[src/b64d_pkg.sv]
// Shared types, constants and the character-to-symbol map for the base64 stream decoder.
// Depends on nothing; imported by every module of the block.
package b64d_pkg;

    localparam int COUNT_BITS = 24;
    localparam int CAP_BITS   = 24;
    localparam int TOTAL_BITS = 24;
    localparam int CMP_BITS   = (COUNT_BITS > CAP_BITS) ? COUNT_BITS : CAP_BITS;
    localparam int EXT_BITS   = (CMP_BITS > TOTAL_BITS) ? CMP_BITS : TOTAL_BITS;

    localparam logic [7:0] CHAR_PAD = 8'h3D;

    localparam logic [6:0] SYM_PAD  = 7'd64;
    localparam logic [6:0] SYM_SKIP = 7'd127;

    localparam logic KIND_DATA   = 1'b0;
    localparam logic KIND_REPORT = 1'b1;

    localparam logic STATUS_OK      = 1'b0;
    localparam logic STATUS_OVERRUN = 1'b1;

    localparam int FIFO_DEPTH = 4;
    localparam int FIFO_AW    = $clog2(FIFO_DEPTH);

    typedef struct packed {
        logic [7:0] char_in;
        logic       msg_end;
    } in_t;

    typedef struct packed {
        logic                  kind;
        logic [7:0]            data_byte;
        logic                  status;
        logic [TOTAL_BITS-1:0] byte_total;
    } out_t;

    // results of one transaction handed to the output queue
    typedef struct packed {
        logic [1:0] count;
        out_t       first;
        out_t       second;
    } push_t;

    function automatic logic [6:0] sym_of(input logic [7:0] c);
        logic [6:0] s;
        if (c inside {[8'h41:8'h5A]})
            s = 7'(c - 8'h41);
        else if (c inside {[8'h61:8'h7A]})
            s = 7'(c - 8'h61 + 8'd26);
        else if (c inside {[8'h30:8'h39]})
            s = 7'(c - 8'h30 + 8'd52);
        else if (c == 8'h2B)
            s = 7'd62;
        else if (c == 8'h2F)
            s = 7'd63;
        else if (c == CHAR_PAD)
            s = SYM_PAD;
        else
            s = SYM_SKIP;
        return s;
    endfunction

endpackage

[src/b64d_out_fifo.sv]
// Four-entry result queue taking up to two results per cycle and giving one per cycle while out_ready is high.
// Depends on b64d_pkg.
module b64d_out_fifo (
    input  logic            clk,
    input  logic            rst_n,
    input  b64d_pkg::push_t push,
    output logic            room,
    output logic            out_valid,
    input  logic            out_ready,
    output b64d_pkg::out_t  out_data
);
    import b64d_pkg::*;

    out_t                 mem_reg [FIFO_DEPTH];
    logic [FIFO_AW-1:0]   wr_ptr_reg, wr_ptr_next;
    logic [FIFO_AW-1:0]   rd_ptr_reg, rd_ptr_next;
    logic [FIFO_AW:0]     count_reg, count_next;
    logic [FIFO_AW-1:0]   wr_ptr_plus1;
    logic                 pop;

    assign out_valid    = (count_reg != '0);
    assign out_data     = mem_reg[rd_ptr_reg];
    assign pop          = out_valid && out_ready;
    assign room         = (count_reg <= (FIFO_AW+1)'(FIFO_DEPTH - 2));
    assign wr_ptr_plus1 = wr_ptr_reg + 1'b1;

    always_comb
    begin
        wr_ptr_next = wr_ptr_reg + FIFO_AW'(push.count);
        rd_ptr_next = rd_ptr_reg + FIFO_AW'(pop);
        count_next  = count_reg + (FIFO_AW+1)'(push.count) - (FIFO_AW+1)'(pop);
    end

    always_ff @(posedge clk or negedge rst_n)
    begin
        if (!rst_n)
        begin
            wr_ptr_reg <= '0;
            rd_ptr_reg <= '0;
            count_reg  <= '0;
        end
        else
        begin
            wr_ptr_reg <= wr_ptr_next;
            rd_ptr_reg <= rd_ptr_next;
            count_reg  <= count_next;
        end
    end

    always_ff @(posedge clk)
    begin
        if (push.count != 2'd0)
            mem_reg[wr_ptr_reg] <= push.first;
        if (push.count == 2'd2)
            mem_reg[wr_ptr_plus1] <= push.second;
    end

endmodule

[src/b64d_core.sv]
// Input register, per-message decode state and the single-pass decode step.
// Depends on b64d_pkg.
module b64d_core (
    input  logic                            clk,
    input  logic                            rst_n,
    input  logic                            in_valid,
    output logic                            in_ready,
    input  b64d_pkg::in_t                   in_data,
    input  logic                            cfg_wr_en,
    input  logic [b64d_pkg::CAP_BITS-1:0]   cfg_wr_data,
    input  logic                            room,
    output b64d_pkg::push_t                 push
);
    import b64d_pkg::*;

    logic                  in_valid_reg;
    in_t                   in_data_reg;
    logic [CAP_BITS-1:0]   cap_reg;

    logic [1:0]            phase_reg, phase_next;
    logic [7:0]            pending_reg, pending_next;
    logic                  stopped_reg, stopped_next;
    logic                  await_reg, await_next;
    logic                  overrun_reg, overrun_next;
    logic [COUNT_BITS-1:0] count_reg, count_next;

    logic                  fire;
    logic [6:0]            sym;
    logic [5:0]            s6;
    logic                  emit;
    logic [7:0]            byte_val;
    logic                  last;
    logic [COUNT_BITS-1:0] count_inc;
    logic                  cap_hit;
    logic [EXT_BITS-1:0]   total_ext;
    out_t                  data_res;
    out_t                  report_res;

    assign fire     = in_valid_reg && room;
    assign in_ready = !in_valid_reg || fire;
    assign last     = in_data_reg.msg_end;
    assign sym      = sym_of(in_data_reg.char_in);
    assign s6       = sym[5:0];
    assign count_inc = (count_reg == '1) ? count_reg : count_reg + 1'b1;
    assign cap_hit  = (cap_reg != '0) &&
                      (CMP_BITS'(count_inc) >= CMP_BITS'(cap_reg));

    always_comb
    begin
        phase_next   = phase_reg;
        pending_next = pending_reg;
        stopped_next = stopped_reg;
        await_next   = await_reg;
        overrun_next = overrun_reg;
        count_next   = count_reg;
        emit         = 1'b0;
        byte_val     = 8'h00;

        if (!stopped_reg)
        begin
            if (await_reg)
            begin
                await_next   = 1'b0;
                stopped_next = 1'b1;
                if (in_data_reg.char_in != CHAR_PAD)
                    overrun_next = 1'b1;
            end
            else if (sym == SYM_PAD)
            begin
                if (phase_reg == 2'd0)
                    stopped_next = 1'b1;
                phase_next   = 2'd0;
                pending_next = 8'h00;
            end
            else if (sym != SYM_SKIP)
            begin
                case (phase_reg)
                    2'd0:
                    begin
                        pending_next = {s6, 2'b00};
                    end
                    2'd1:
                    begin
                        byte_val     = pending_reg | {6'b0, s6[5:4]};
                        pending_next = {s6[3:0], 4'b0};
                        emit         = 1'b1;
                    end
                    2'd2:
                    begin
                        byte_val     = pending_reg | {4'b0, s6[5:2]};
                        pending_next = {s6[1:0], 6'b0};
                        emit         = 1'b1;
                    end
                    default:
                    begin
                        byte_val     = pending_reg | {2'b0, s6};
                        pending_next = 8'h00;
                        emit         = 1'b1;
                    end
                endcase
                phase_next = phase_reg + 2'd1;
                if (emit)
                begin
                    count_next = count_inc;
                    if (cap_hit)
                    begin
                        if (phase_reg == 2'd3)
                            stopped_next = 1'b1;
                        else if (last)
                        begin
                            stopped_next = 1'b1;
                            overrun_next = 1'b1;
                        end
                        else
                            await_next = 1'b1;
                    end
                end
            end
        end
    end

    always_comb
    begin
        total_ext             = EXT_BITS'(count_next);
        data_res.kind         = KIND_DATA;
        data_res.data_byte    = byte_val;
        data_res.status       = STATUS_OK;
        data_res.byte_total   = '0;
        report_res.kind       = KIND_REPORT;
        report_res.data_byte  = 8'h00;
        report_res.status     = overrun_next ? STATUS_OVERRUN : STATUS_OK;
        report_res.byte_total = total_ext[TOTAL_BITS-1:0];

        push.count  = 2'd0;
        push.first  = data_res;
        push.second = report_res;
        if (fire)
        begin
            push.count = {1'b0, emit} + {1'b0, last};
            if (!emit)
                push.first = report_res;
        end
    end

    always_ff @(posedge clk or negedge rst_n)
    begin
        if (!rst_n)
        begin
            in_valid_reg <= 1'b0;
            cap_reg      <= '0;
            phase_reg    <= '0;
            pending_reg  <= '0;
            stopped_reg  <= 1'b0;
            await_reg    <= 1'b0;
            overrun_reg  <= 1'b0;
            count_reg    <= '0;
        end
        else
        begin
            if (in_ready)
                in_valid_reg <= in_valid;
            if (cfg_wr_en)
                cap_reg <= cfg_wr_data;
            if (fire)
            begin
                if (last)
                begin
                    phase_reg   <= '0;
                    pending_reg <= '0;
                    stopped_reg <= 1'b0;
                    await_reg   <= 1'b0;
                    overrun_reg <= 1'b0;
                    count_reg   <= '0;
                end
                else
                begin
                    phase_reg   <= phase_next;
                    pending_reg <= pending_next;
                    stopped_reg <= stopped_next;
                    await_reg   <= await_next;
                    overrun_reg <= overrun_next;
                    count_reg   <= count_next;
                end
            end
        end
    end

    always_ff @(posedge clk)
    begin
        if (in_ready && in_valid)
            in_data_reg <= in_data;
    end

endmodule

[src/base64_stream_decoder_core.sv]
// Top level of the base64 stream decoder: input register and decode step,
// followed by the result queue. Depends on b64d_pkg, b64d_core, b64d_out_fifo.
//
// Use:
//   in_*  : one text character per transaction, msg_end on the last one.
//   out_* : decoded bytes (kind 0) and one report per message (kind 1) with
//           the overrun status and the byte count of the message.
//   cfg_wr_en / cfg_wr_data : byte capacity per message, 0 = no limit;
//           write only while the block is idle.
// Timing: an accepted character waits in the input register until the queue
//   has room; its results are then written there and offered on out_*.
// Throughput: one character per cycle. A final character that also
//   completes a byte gives two results; the four-entry result queue then
//   drains one per cycle and input is held off when fewer than two entries
//   are free.
// Receiver stall: results wait in the queue, the input register holds the
//   pending character and in_ready drops; nothing is lost.
// Reset: clears the queue, the decode state and the capacity (no limit).
module base64_stream_decoder_core (
    input  logic                            clk,
    input  logic                            rst_n,
    input  logic                            in_valid,
    output logic                            in_ready,
    input  b64d_pkg::in_t                   in_data,
    output logic                            out_valid,
    input  logic                            out_ready,
    output b64d_pkg::out_t                  out_data,
    input  logic                            cfg_wr_en,
    input  logic [b64d_pkg::CAP_BITS-1:0]   cfg_wr_data
);
    import b64d_pkg::*;

    push_t push;
    logic  room;

    b64d_core u_core (
        .clk         (clk),
        .rst_n       (rst_n),
        .in_valid    (in_valid),
        .in_ready    (in_ready),
        .in_data     (in_data),
        .cfg_wr_en   (cfg_wr_en),
        .cfg_wr_data (cfg_wr_data),
        .room        (room),
        .push        (push)
    );

    b64d_out_fifo u_fifo (
        .clk       (clk),
        .rst_n     (rst_n),
        .push      (push),
        .room      (room),
        .out_valid (out_valid),
        .out_ready (out_ready),
        .out_data  (out_data)
    );

endmodule

[config.mk]
export PLATFORM = sky130hd
export DESIGN_NAME = base64_stream_decoder_core
export DESIGN_NICKNAME = d
export VERILOG_FILES = /design/src/b64d_pkg.sv /design/src/b64d_out_fifo.sv /design/src/b64d_core.sv /design/src/base64_stream_decoder_core.sv
export SDC_FILE = /design/constraint.sdc
export NUM_CORES = 1
export LEC_CHECK = 0
export BUFFER_PORTS_ARGS = -buffer_cell sky130_fd_sc_hd__buf_4
export CAP_MARGIN = 20
export CORE_ASPECT_RATIO = 1.25
export CORE_UTILIZATION = 56
export DETAILED_ROUTE_END_ITERATION = 10
export HOLD_SLACK_MARGIN = 0.1
export PLACE_DENSITY = 0.82
export SYNTH_ARGS = -nofsm -noshare
export SYNTH_HDL_FRONTEND = slang
export SYNTH_HIERARCHICAL = 1
export SYNTH_SLANG_ARGS = --single-unit
[constraint.sdc]
create_clock -name clk -period 5.95 [get_ports clk]
set_input_delay 0.595 -clock clk [delete_from_list [all_inputs] [get_ports clk]]
set_output_delay 0.595 -clock clk [all_outputs]
set_load 0.05 [all_outputs]
==> qor.txt, run 1 <==
Tightest Hold Check Type: in -> async
drt pass-1 iters: 6
Vias: 8492
Synth async-reset ratio: 31.6%
HPWL after DPL: 18500 um
top post-synthesis cells by area: edfxtp_1 35%, dfrtp_1 13%, mux2_2 12%, mux4_2 6.1%, ha_1 4.1%
CP Launch Type: flop
post-layout min period: 5.28 ns
I/O pin total: 74
EDFF count, synth: 145
FILL cells: 1697
cell area after synthesis: 12600 sq um
Max Cap Viol: 0
Initial Util: 57.8%
Row Count: 60
yosys warns: 6
Final Hold Violating Endpoints: 0
diode count: 0
layout cells sized above 1: 29.2%
peak supply drop: 0.000294 V
total global-route track usage: 24.7%
final setup vio count: 0
Worst-Margin Slew: 1.02 ns
# nets final: 1168
area growth from synthesis to layout: 10.5%
Clock Path Buffers: 3
Clock transition at path regs: 0.06 ns
clk sinks: 212
Core Area: 21800 sq um
WL/cell: 19.8 um
post-synthesis sequential area ratio: 47.9%
count leader, synth: edfxtp_1
vias in the first global route: 8440
Slew Viols, Final: 0
setup TNS: 0 ns
fin crit share: 88.7%
Yosys top cell area share: 34.6%
Avg Cell Area, Syn: 12.0 sq um
RSZ-0062 raised after global routing: no
crit path max fanout: 24
kind of critical path: reg -> reg
WP data arrival: 5.53 ns
leading area contributor after synthesis: edfxtp_1
TritonCTS buffer count: 22
First DRT Iteration DRCs: 670
run status: complete, no violations
total wire length: 27300 um
crit end category: flop
CTS Hold Buffers Added: 0
antenna viol nets, final: 0
worst endpoint required time: 6.20 ns
number of flip-flops in the largest register: 136
PwrDens: 408 nW/um^2
Yosys cell types: 81
Fmax achieved: 0.189 GHz
Residual DRC: 0
initial antenna violation count: 0
H-tree Lvls: 1
Gates resized, CTS repair: 0
Post-CTS Repair Setup Buffers: 0
port bufs: 73
Synth top cells by count: 145 x edfxtp_1, 137 x mux2_2, 73 x nand2_1
DIE AREA: 23100 sq um
Lkg Pwr: 5.63 nW
first-pass GRT wire length: 44300 um
Syn Inst Count: 1046
slew margin rel.: 31.4%
largest net degree at the start of global routing: 68
#FFs+latches synth: 212
Clock Latency Late Sink: 0.51 ns
main flop type after synthesis: edfxtp_1
total grt overflow: 0
GPL Wtd Cong: 0.908
minimum hold slack: 0.198 ns
Clock Skews: 0.00964 ns
Via density: 6.14
Root Buffer: clkbuf_16
die width: 136 um
Die Ht: 170 um
CTS tree: done
[stage by stage]
| stage | std cells | instance area [sq um] | total power [mW] | setup WS, ns | utilization [%] |
|---|---|---|---|---|---|
| 3_3_place_gp | 1343 | 13200 | 4.37 | 0.903 | 60.8 |
| 3_5_place_dp | 1343 | 13200 | 4.42 | 0.700 | 60.8 |
| 4_1_cts | 1382 | 13900 | 5.72 | 0.690 | 63.9 |
| 6_report | 1382 | 13900 | 5.67 | 0.671 | 63.9 |
| 5_1_grt | 1382 | 13900 | 5.95 | 0.312 | 63.9 |
| 2_1_floorplan | 1053 | 12600 | 3.80 | 0.168 | - |
[power breakdown]
| group | leakage [nW] | internal, mW | switching [mW] | total [mW] |
|---|---|---|---|---|
| combinational | 3.08 | 0.831 | 1.51 | 2.34 |
| clock | 0.327 | 0.723 | 0.564 | 1.29 |
| sequential | 2.22 | 1.89 | 0.157 | 2.05 |
[final cells by class]
| type | instances | area, sq um | share of cell area [%] |
|---|---|---|---|
| clock buffer | 29 | 608 | 4.37 |
| clock inverter | 10 | 57.6 | 0.414 |
| inverter | 48 | 180 | 1.30 |
| multi-input combinational | 718 | 6010 | 43.2 |
| sequential | 212 | 6030 | 43.4 |
| tap | 279 | 349 | 2.51 |
| timing repair buffer | 86 | 671 | 4.82 |
[worst paths after layout]
kind / to / startpoint / slack, ns / depth (start not counted)
worst max-delay path: u_fifo/mem_reg[0][13]$_DFFE_PP_ / u_core/in_data_reg[3]$_DFFE_PP_ / 0.67 / 13
worst min-delay path: u_core/phase_reg[0]$_DFFE_PN0P_ / rst_n / 0.20 / 1
worst max register to register: u_fifo/mem_reg[0][13]$_DFFE_PP_ / u_core/in_data_reg[3]$_DFFE_PP_ / 0.67 / 13
worst min register to register: u_core/pending_reg[5]$_DFFE_PN0P_ / u_core/pending_reg[5]$_DFFE_PN0P_ / 0.49 / 2
max in group asynchronous: u_fifo/rd_ptr_reg[0]$_DFF_PN0_ / rst_n / 5.15 / 1
min in group clk: u_core/in_data_reg[6]$_DFFE_PP_ / in_data[6] / 0.26 / 1
[critical path, stage by stage, from the launching register on]
cell,delay (ns)
edfxtp_1,0.54
inv_1,0.14
ha_1,0.33
a21o_1,0.18
a31o_2,0.25
o22ai_1,0.11
a211oi_1,0.59
nand4b_1,0.34
o311a_4,0.43
ha_1,0.29
and3_1,0.28
nand4b_2,0.82
buf_12,0.43
mux2_2,0.28
[per-layer routing]
layer | global-route usage, % | routed length [um]
met4 | 6.71 | 448
met3 | 2.75 | 1570
met2 | 42.9 | 13600
met1 | 32.5 | 11700
met5 | 0 | 0
[cell families (layout without fill, tap and decap cells)]
logic type / Yosys count / count (layout) / share of synthesized area [%]
DFF: 212 / 212 / 47.9
other: 2 / 9 / 0.0597
adders and majority gates: 42 / 42 / 4.24
and+or+nand+nor: 272 / 272 / 11.7
AOI/OAI and AO/OA: 175 / 175 / 9.48
xor gates and xnor gates: 45 / 45 / 3.13
muxes: 175 / 175 / 18.7
buffers and inverters: 123 / 173 / 4.79
[placed cells by master (no fill, tap or decap), drive strengths merged, types with 4 or more instances in the layout]
master / instances
a21o: 8
nand4b: 4
mux2: 140
a211oi: 4
o31ai: 6
nand3b: 6
clkbuf: 29
a21boi: 8
xor2: 15
edfxtp: 145
nor3: 23
o21a: 10
o211ai: 6
mux4: 34
and3: 12
ha: 41
clkinv: 6
nand2b: 14
or2: 14
buf: 86
a31oi: 13
or3: 9
nand2: 73
a21oi: 35
nand3: 18
o21ai: 52
nor2: 32
conb: 9
and2: 27
nand4: 8
xnor2: 30
nor4: 13
inv: 51
dfrtp: 67
nor2b: 4
Power figures use the tool's default switching activity.
==> run 2, diff against run 1 <==
- CORE_MARGIN: default -> 1.5
- CORE_UTILIZATION: 56 -> 55
- PLACE_DENSITY: 0.82 -> 0.81
- SYNTH_HIERARCHICAL: 1 -> default
==> run 2 against run 1 <==
Final cell count decreased by 0.94%. Routed wire length down 0.24%. First-iteration DRC count rose by 32%. Count of clock-buffer cells in the layout decreased by 4. Largest power group unchanged. Critical path depth increased by 5. Sequential power about the same. Area after synthesis decreased by 9.3%. Sequential share of layout area increased by 0.61 points. Critical endpoint is now u_fifo.mem_reg[3][4]$_DFFE_PP_. Critical path type unchanged. Register-to-register slack got worse by 0.20 ns. Die area decreased by 6.2%.
==> qor.txt, run 2 <==
run status: complete, no violations
most common cell after layout, fill and taps aside: edfxtp_1
Max Cap Viol: 0 (unchanged)
Avg Cell Area, Syn: 11.0 sq um (-8.4%)
PwrDens: 457 nW/um^2 (+12%)
vias in the first global route: 8575 (+1.6%)
Yosys cell types: 77 (-4.9%)
Tightest Hold Check Type: in -> async
layout cells sized above 1: 17.1% (-12 points)
Synth async-reset ratio: 31.6% (unchanged)
CP bufs+invs: 3 (+1)
final setup vio count: 0 (unchanged)
post-synthesis sequential area ratio: 49.7% (+1.7 points)
peak supply drop: 0.000297 V (+1.1%)
port bufs: 73 (unchanged)
Final Hold Violating Endpoints: 0 (unchanged)
kind of critical path: reg -> reg
leading area contributor after synthesis: edfxtp_1
largest net degree at the start of global routing: 68 (unchanged)
drt pass-1 iters: 7 (+1)
DIE AREA: 21600 sq um (-6.2%)
Cells after DPL: 1332 (-0.82%)
clk sinks: 212 (unchanged)
Yosys top cell area share: 28.7% (-5.9 points)
I/O pin total: 74 (unchanged)
Syn Inst Count: 1036 (-0.96%)
Vias: 8790 (+3.5%)
worst path cell trace: inv_1, ha_1, a21o_1, and3_4, nor3_1, a211oi_1, or4b_4, o31a_4, nand2_4, inv_2, ha_1, o21ai_1, nor2_1, nor2_1, a21oi_2, buf_4, o21ai_0, o21ai_0
setup TNS: 0 ns (unchanged)
Synth top cells by count: 109 x edfxtp_1, 90 x nand2_1, 80 x a22o_1
fin crit share: 92.1% (+3.4 points)
FILL cells: 1543 (-9.1%)
count leader, synth: edfxtp_1
EDFF count, synth: 109 (-25%)
WP data arrival: 5.71 ns (+0.18 ns)
CP max-delay cell: or4b_4
crit end category: flop
Synthesized Nets: 1118
post-route cell area: 12900 sq um (-7.3%)
CTS tree: done
Initial Util: 56.4% (-1.4 points)
First DRT Iteration DRCs: 883 (+32%)
total wire length: 27300 um (-0.24%)
Via density: 6.42 (+4.5%)
Placed Area: 12200 sq um (-8.0%)
main flop type after synthesis: edfxtp_1
yosys warns: 0 (-6)
Die Ht: 164 um (-3.2%)
CP Launch Type: flop
Slew Viols, Final: 0 (unchanged)
Fmax achieved: 0.183 GHz (-3.7%)
slew margin rel.: 38.3% (+6.9 points)
Residual DRC: 0 (unchanged)
die width: 132 um (-3.1%)
total global-route track usage: 25.6% (+0.91 points)
H-tree Lvls: 1 (unchanged)
Crit path largest cell delay: 0.62 ns (-0.20 ns)
Core Area: 20200 sq um (-7.0%)
cell area after synthesis: 11400 sq um (-9.3%)
Clock transition at path regs: 0.07 ns (about the same)
final non-filler cell total: 1369 (-0.94%)
Lkg Pwr: 5.23 nW (-7.2%)
number of flip-flops in the largest register: 136 (unchanged)
GPL Wtd Cong: 1.01 (+11%)
diode count: 0 (unchanged)
Clock Latency Late Sink: 0.50 ns (about the same)
CP delay by family, top: simple AND/OR/NAND/NOR gates
first-pass GRT wire length: 44500 um (+0.40%)
initial antenna violation count: 0 (unchanged)
RSZ-0062 raised after global routing: no
TritonCTS buffer count: 21 (-4.5%)
top post-synthesis cells by area: edfxtp_1 29%, dfrtp_1 15%, mux4_2 6.7%, dfxtp_1 6.3%, a22o_1 6.1%
crit path max fanout: 16 (-33%)
antenna viol nets, final: 0 (unchanged)
# nets final: 1167 (-0.086%)
total grt overflow: 0 (unchanged)
worst endpoint required time: 6.18 ns (-0.02 ns)
area growth from synthesis to layout: 12.9%
Root Buffer: clkbuf_16
commonest non-fill, non-tap cells in the layout: 109 x edfxtp_1, 100 x buf_4, 90 x nand2_1
Clock Path Buffers: 3 (unchanged)
post-layout min period: 5.48 ns (+0.200 ns)
HPWL after DPL: 19200 um (+3.6%)
Worst-Margin Slew: 0.920 ns (-0.0997 ns)
minimum hold slack: 0.195 ns (-0.00338 ns)
Power Total: 5.89 mW (+3.8%)
Row Count: 58 (-3.3%)
CTS Hold Buffers Added: 0 (unchanged)
#FFs+latches synth: 212 (unchanged)
Clock Skews: 0.0172 ns (+0.00755 ns)
WL/cell: 19.9 um (+0.71%)
-- run 2: cell count changes after synthesis, sizes merged, moves of 10 or more --
cell and delta:
dfxtp +36, o21ai +13, and2 -21, mux2 -139
a22o +78, clkbuf +18, edfxtp -36, nor2 +38
buf -19, nand2 +18, a21o +11, o22ai +10
-- run 2: worst register-to-register path, stage by stage (launching register included) --
cell and delay (ns):
edfxtp_1 0.46, inv_1 0.16, ha_1 0.31, a21o_1 0.25, and3_4 0.19, nor3_1 0.39, a211oi_1 0.31, or4b_4 0.62
o31a_4 0.34, nand2_4 0.19, inv_2 0.06, ha_1 0.39, o21ai_1 0.41, nor2_1 0.25, nor2_1 0.34, a21oi_2 0.05
buf_4 0.22, o21ai_0 0.18, o21ai_0 0.12
-- run 2: logic make-up after synthesis --
group / synth area share [%]
adders and majority gates: 4.89
muxes: 6.89
and+or+nand+nor: 14.3
DFF: 49.7
xor gates and xnor gates: 2.53
AOI/OAI and AO/OA: 17.3
buffers and inverters: 4.42
-- run 2: final timing paths --
| check | start | to | slack [ns] | cells past startpoint |
|---|---|---|---|---|
| setup / recovery | u_core.in_data_reg[3]$_DFFE_PP_ | u_fifo.mem_reg[3][4]$_DFFE_PP_ | 0.47 | 18 |
| max in group asynchronous | rst_n | u_fifo.rd_ptr_reg[0]$_DFF_PN0_ | 5.13 | 1 |
| min in group clk | in_data[0] | u_core.last$_DFFE_PP_ | 0.27 | 1 |
| hold / removal | rst_n | u_core.cap_reg[18]$_DFFE_PN0P_ | 0.20 | 1 |
| setup reg to reg | u_core.in_data_reg[3]$_DFFE_PP_ | u_fifo.mem_reg[3][4]$_DFFE_PP_ | 0.47 | 18 |
| hold reg to reg | u_fifo.mem_reg[3][33]$_SDFFE_PP1P_ | u_fifo.mem_reg[3][33]$_SDFFE_PP1P_ | 0.45 | 2 |
-- run 2: layout make-up --
type / instances / area, sq um / area share [%]
clock buffer: 25 / 551 / 4.27
inverter: 48 / 180 / 1.40
clock inverter: 12 / 151 / 1.17
multi-input combinational: 702 / 5250 / 40.7
timing repair buffer: 100 / 751 / 5.82
tap: 270 / 338 / 2.62
sequential: 212 / 5670 / 44.0
-- run 2: metrics by stage --
step           setup slack [ns]  utilization (%)
6_report                  0.471             63.7
5_1_grt                  0.0927             63.7
4_1_cts                   0.534             63.7
3_5_place_dp              0.535             60.2
3_3_place_gp              0.785             60.2
2_1_floorplan             0.467                -
-- run 2: routing by layer --
| metal | global-route usage (%) | share of wire, % |
|---|---|---|
| met2 | 44.6 | 50 |
| met3 | 3.58 | 8.2 |
| met1 | 33.3 | 39 |
| met4 | 8.13 | 2.9 |
| met5 | 0 | 0 |
-- run 2: report_power, final --
group          internal [mW]  switching, mW  total, mW  leakage (nW)
combinational          0.869           1.63       2.50          2.71
clock                  0.799          0.556       1.36         0.350
sequential              1.86          0.178       2.04          2.16
total                   3.53           2.36       5.89          5.23
-- run 2: repair_timing --
item                                    CTS  global route
resized for setup                         0             1
endpoints found under the setup margin    0             1
buffers inserted                          0             0
==> run 3, diff against run 2 <==
- CORE_ASPECT_RATIO: 1.25 -> 1.4
==> run 3 against run 2 <==
Clock skew down 0.0061 ns. Register-to-register slack worse by 0.11 ns. Total power up 0.35%. Design area about the same. Combinational power about the same. Sequential power about the same. Worst setup slack worse by 0.11 ns. Critical path depth up 1. Final cell count down 1.1%. Hold slack worse by 0.0045 ns. Non-clock buffer count down 1. Critical endpoint is now u_fifo.mem_reg[3][0]$_DFFE_PP_. Highest routed layer unchanged.
==> qor.txt, run 3 (synthesis results as in run 2) <==
run status: complete, no violations
worst path cell trace: inv_1, ha_1, nor2b_1, a311oi_1, nand4_1, a31oi_1, nor4b_1, nand3_1, nand2_4, inv_2, ha_1, o21ai_1, nor2_2, nor2_1, buf_4, a21oi_2, buf_4, o21ai_0, o31ai_1
CTS Hold Buffers Added: 0 (unchanged)
clock network fraction of total power: 23.4% (+0.4 points)
slew margin rel.: 40.7% (+2.4 points)
Power Total: 5.91 mW (+0.35%)
Root Buffer: clkbuf_16
final setup vio count: 0 (unchanged)
PwrDens: 458 nW/um^2 (+0.31%)
WL/cell: 20.2 um (+1.7%)
CP delay by family, top: simple AND/OR/NAND/NOR gates
CP Launch Type: flop
P_int: 3.55 mW (+0.66%)
Fmax achieved: 0.179 GHz (-2.0%)
vias in the first global route: 8581 (+0.070%)
Max Cap Viol: 0 (unchanged)
Die Ht: 173 um (+5.7%)
Clock Latency Late Sink: 0.50 ns (about the same)
Vias: 8554 (-2.7%)
Tightest Hold Check Type: in -> async
largest net degree at the start of global routing: 68 (unchanged)
layout cells sized above 1: 17.3% (+0.20 points)
# nets final: 1166 (-0.086%)
Residual DRC: 0 (unchanged)
drt pass-1 iters: 5 (-2)
Clock Path Buffers: 3 (unchanged)
Clock transition at path regs: 0.07 ns (about the same)
CP max-delay cell: a311oi_1
commonest non-fill, non-tap cells in the layout: 109 x edfxtp_1, 98 x buf_4, 90 x nand2_1
Slew Viols, Final: 0 (unchanged)
Sw Pwr: 2.36 mW (-0.12%)
first-pass GRT wire length: 44400 um (-0.17%)
Flop pwr share: 34.4% (-0.2 points)
First DRT Iteration DRCs: 671 (-24%)
peak supply drop: 0.000270 V (-9.0%)
area growth from synthesis to layout: 13.0% (about the same)
Via density: 6.32 (-1.6%)
fin crit share: 94.0% (+1.9 points)
post-layout min period: 5.59 ns (+0.113 ns)
DIE AREA: 21600 sq um (about the same)
Final Hold Violating Endpoints: 0 (unchanged)
Initial Util: 56.0% (-0.43 points)
kind of critical path: reg -> reg
antenna viol nets, final: 0 (unchanged)
WP data arrival: 5.84 ns (+0.13 ns)
Crit path largest cell delay: 0.51 ns (-0.11 ns)
crit path max fanout: 16 (unchanged)
GPL Wtd Cong: 0.973 (-3.3%)
Core Area: 20400 sq um (+0.77%)
Lkg Pwr: 5.23 nW (+0.11%)
worst endpoint required time: 6.20 ns (+0.02 ns)
Clock Skews: 0.0111 ns (-0.00608 ns)
crit end category: flop
total grt overflow: 0 (unchanged)
FILL cells: 1536 (-0.45%)
die width: 125 um (-5.4%)
TritonCTS buffer count: 21 (unchanged)
I/O pin total: 74 (unchanged)
CTS tree: done
minimum hold slack: 0.191 ns (-0.00447 ns)
clk sinks: 212 (unchanged)
total wire length: 27400 um (+0.57%)
most common cell after layout, fill and taps aside: edfxtp_1
port bufs: 73 (unchanged)
H-tree Lvls: 1 (unchanged)
HPWL after DPL: 19400 um (+1.0%)
initial antenna violation count: 0 (unchanged)
Worst-Margin Slew: 0.885 ns (-0.0351 ns)
Row Count: 62 (+6.9%)
combinational fraction of design power: 42.1% (-0.3 points)
CP bufs+invs: 4 (+1)
Sw Share: 39.9% (-0.19 points)
total global-route track usage: 25.4% (-0.24 points)
number of flip-flops in the largest register: 136 (unchanged)
diode count: 0 (unchanged)
[run 3: metrics by stage]
| step | cell area [sq um] | util (%) | setup slack, ns | instances | TNS, ns |
|---|---|---|---|---|---|
| after floorplan | 11400 | - | 0.467 | 1036 | 0 |
| after detailed placement | 12200 | 59.7 | 0.462 | 1317 | 0 |
| final | 12900 | 63.2 | 0.358 | 1354 | 0 |
| after global routing | 12900 | 63.2 | -0.00443 | 1354 | -0.00443 |
| after global placement | 12200 | 59.7 | 0.658 | 1317 | 0 |
| after CTS | 12900 | 63.2 | 0.440 | 1354 | 0 |
[run 3: path summary, 6_finish.rpt]
path                                               startpoint                            endpoint  slack, ns  depth (start not counted)
setup / recovery              u_core.in_data_reg[4]$_DFFE_PP_      u_fifo.mem_reg[3][0]$_DFFE_PP_       0.36                         19
hold / removal                                          rst_n      u_core.cap_reg[16]$_DFFE_PN0P_       0.19                          1
setup reg to reg              u_core.in_data_reg[4]$_DFFE_PP_      u_fifo.mem_reg[3][0]$_DFFE_PP_       0.36                         19
hold reg to reg            u_fifo.mem_reg[2][33]$_SDFFE_PP1P_  u_fifo.mem_reg[2][33]$_SDFFE_PP1P_       0.44                          2
max in group asynchronous                               rst_n      u_fifo.rd_ptr_reg[0]$_DFF_PN0_       5.10                          1
min in group clk                                   in_data[1]     u_core.in_data_reg[1]$_DFFE_PP_       0.27                          1
[run 3: cell type report]
class                           instances  area (sq um)  share of cell area [%]
Clock buffer                           30           626                    4.85
Sequential cell                       212          5670                    44.0
Tap cell                              256           320                    2.48
Inverter                               48           180                    1.40
Timing Repair Buffer                   99           756                    5.86
Multi-Input combinational cell        702          5250                    40.7
Clock inverter                          7          97.6                   0.757
[run 3: per-layer routing]
metal  wire length, um  GRT usage, %  share of wire [%]  vias to the layer above
li1                  -             -                  -                     4003
met1             10800          31.2                 39                     4149
met2             14300          45.7                 52                      341
met3              1440          2.72                5.3                       61
met4               910          9.87                3.3                        0
met5                 0             0                  0                        -
[run 3: repair_timing]
item / in CTS / in global routing
buffers inserted: 0 / 0
gates resized for setup: 0 / 1
endpoints found under the setup margin: 0 / 27
[run 3: power by group through the flow]
stage	registers (mW)	logic, mW	clock network (mW)
after detailed placement	2.06	2.48	0
after global placement	2.05	2.45	0
final	2.04	2.49	1.39
after global routing	2.07	2.67	1.46
after CTS	2.03	2.50	1.40
after floorplan	1.99	1.88	0
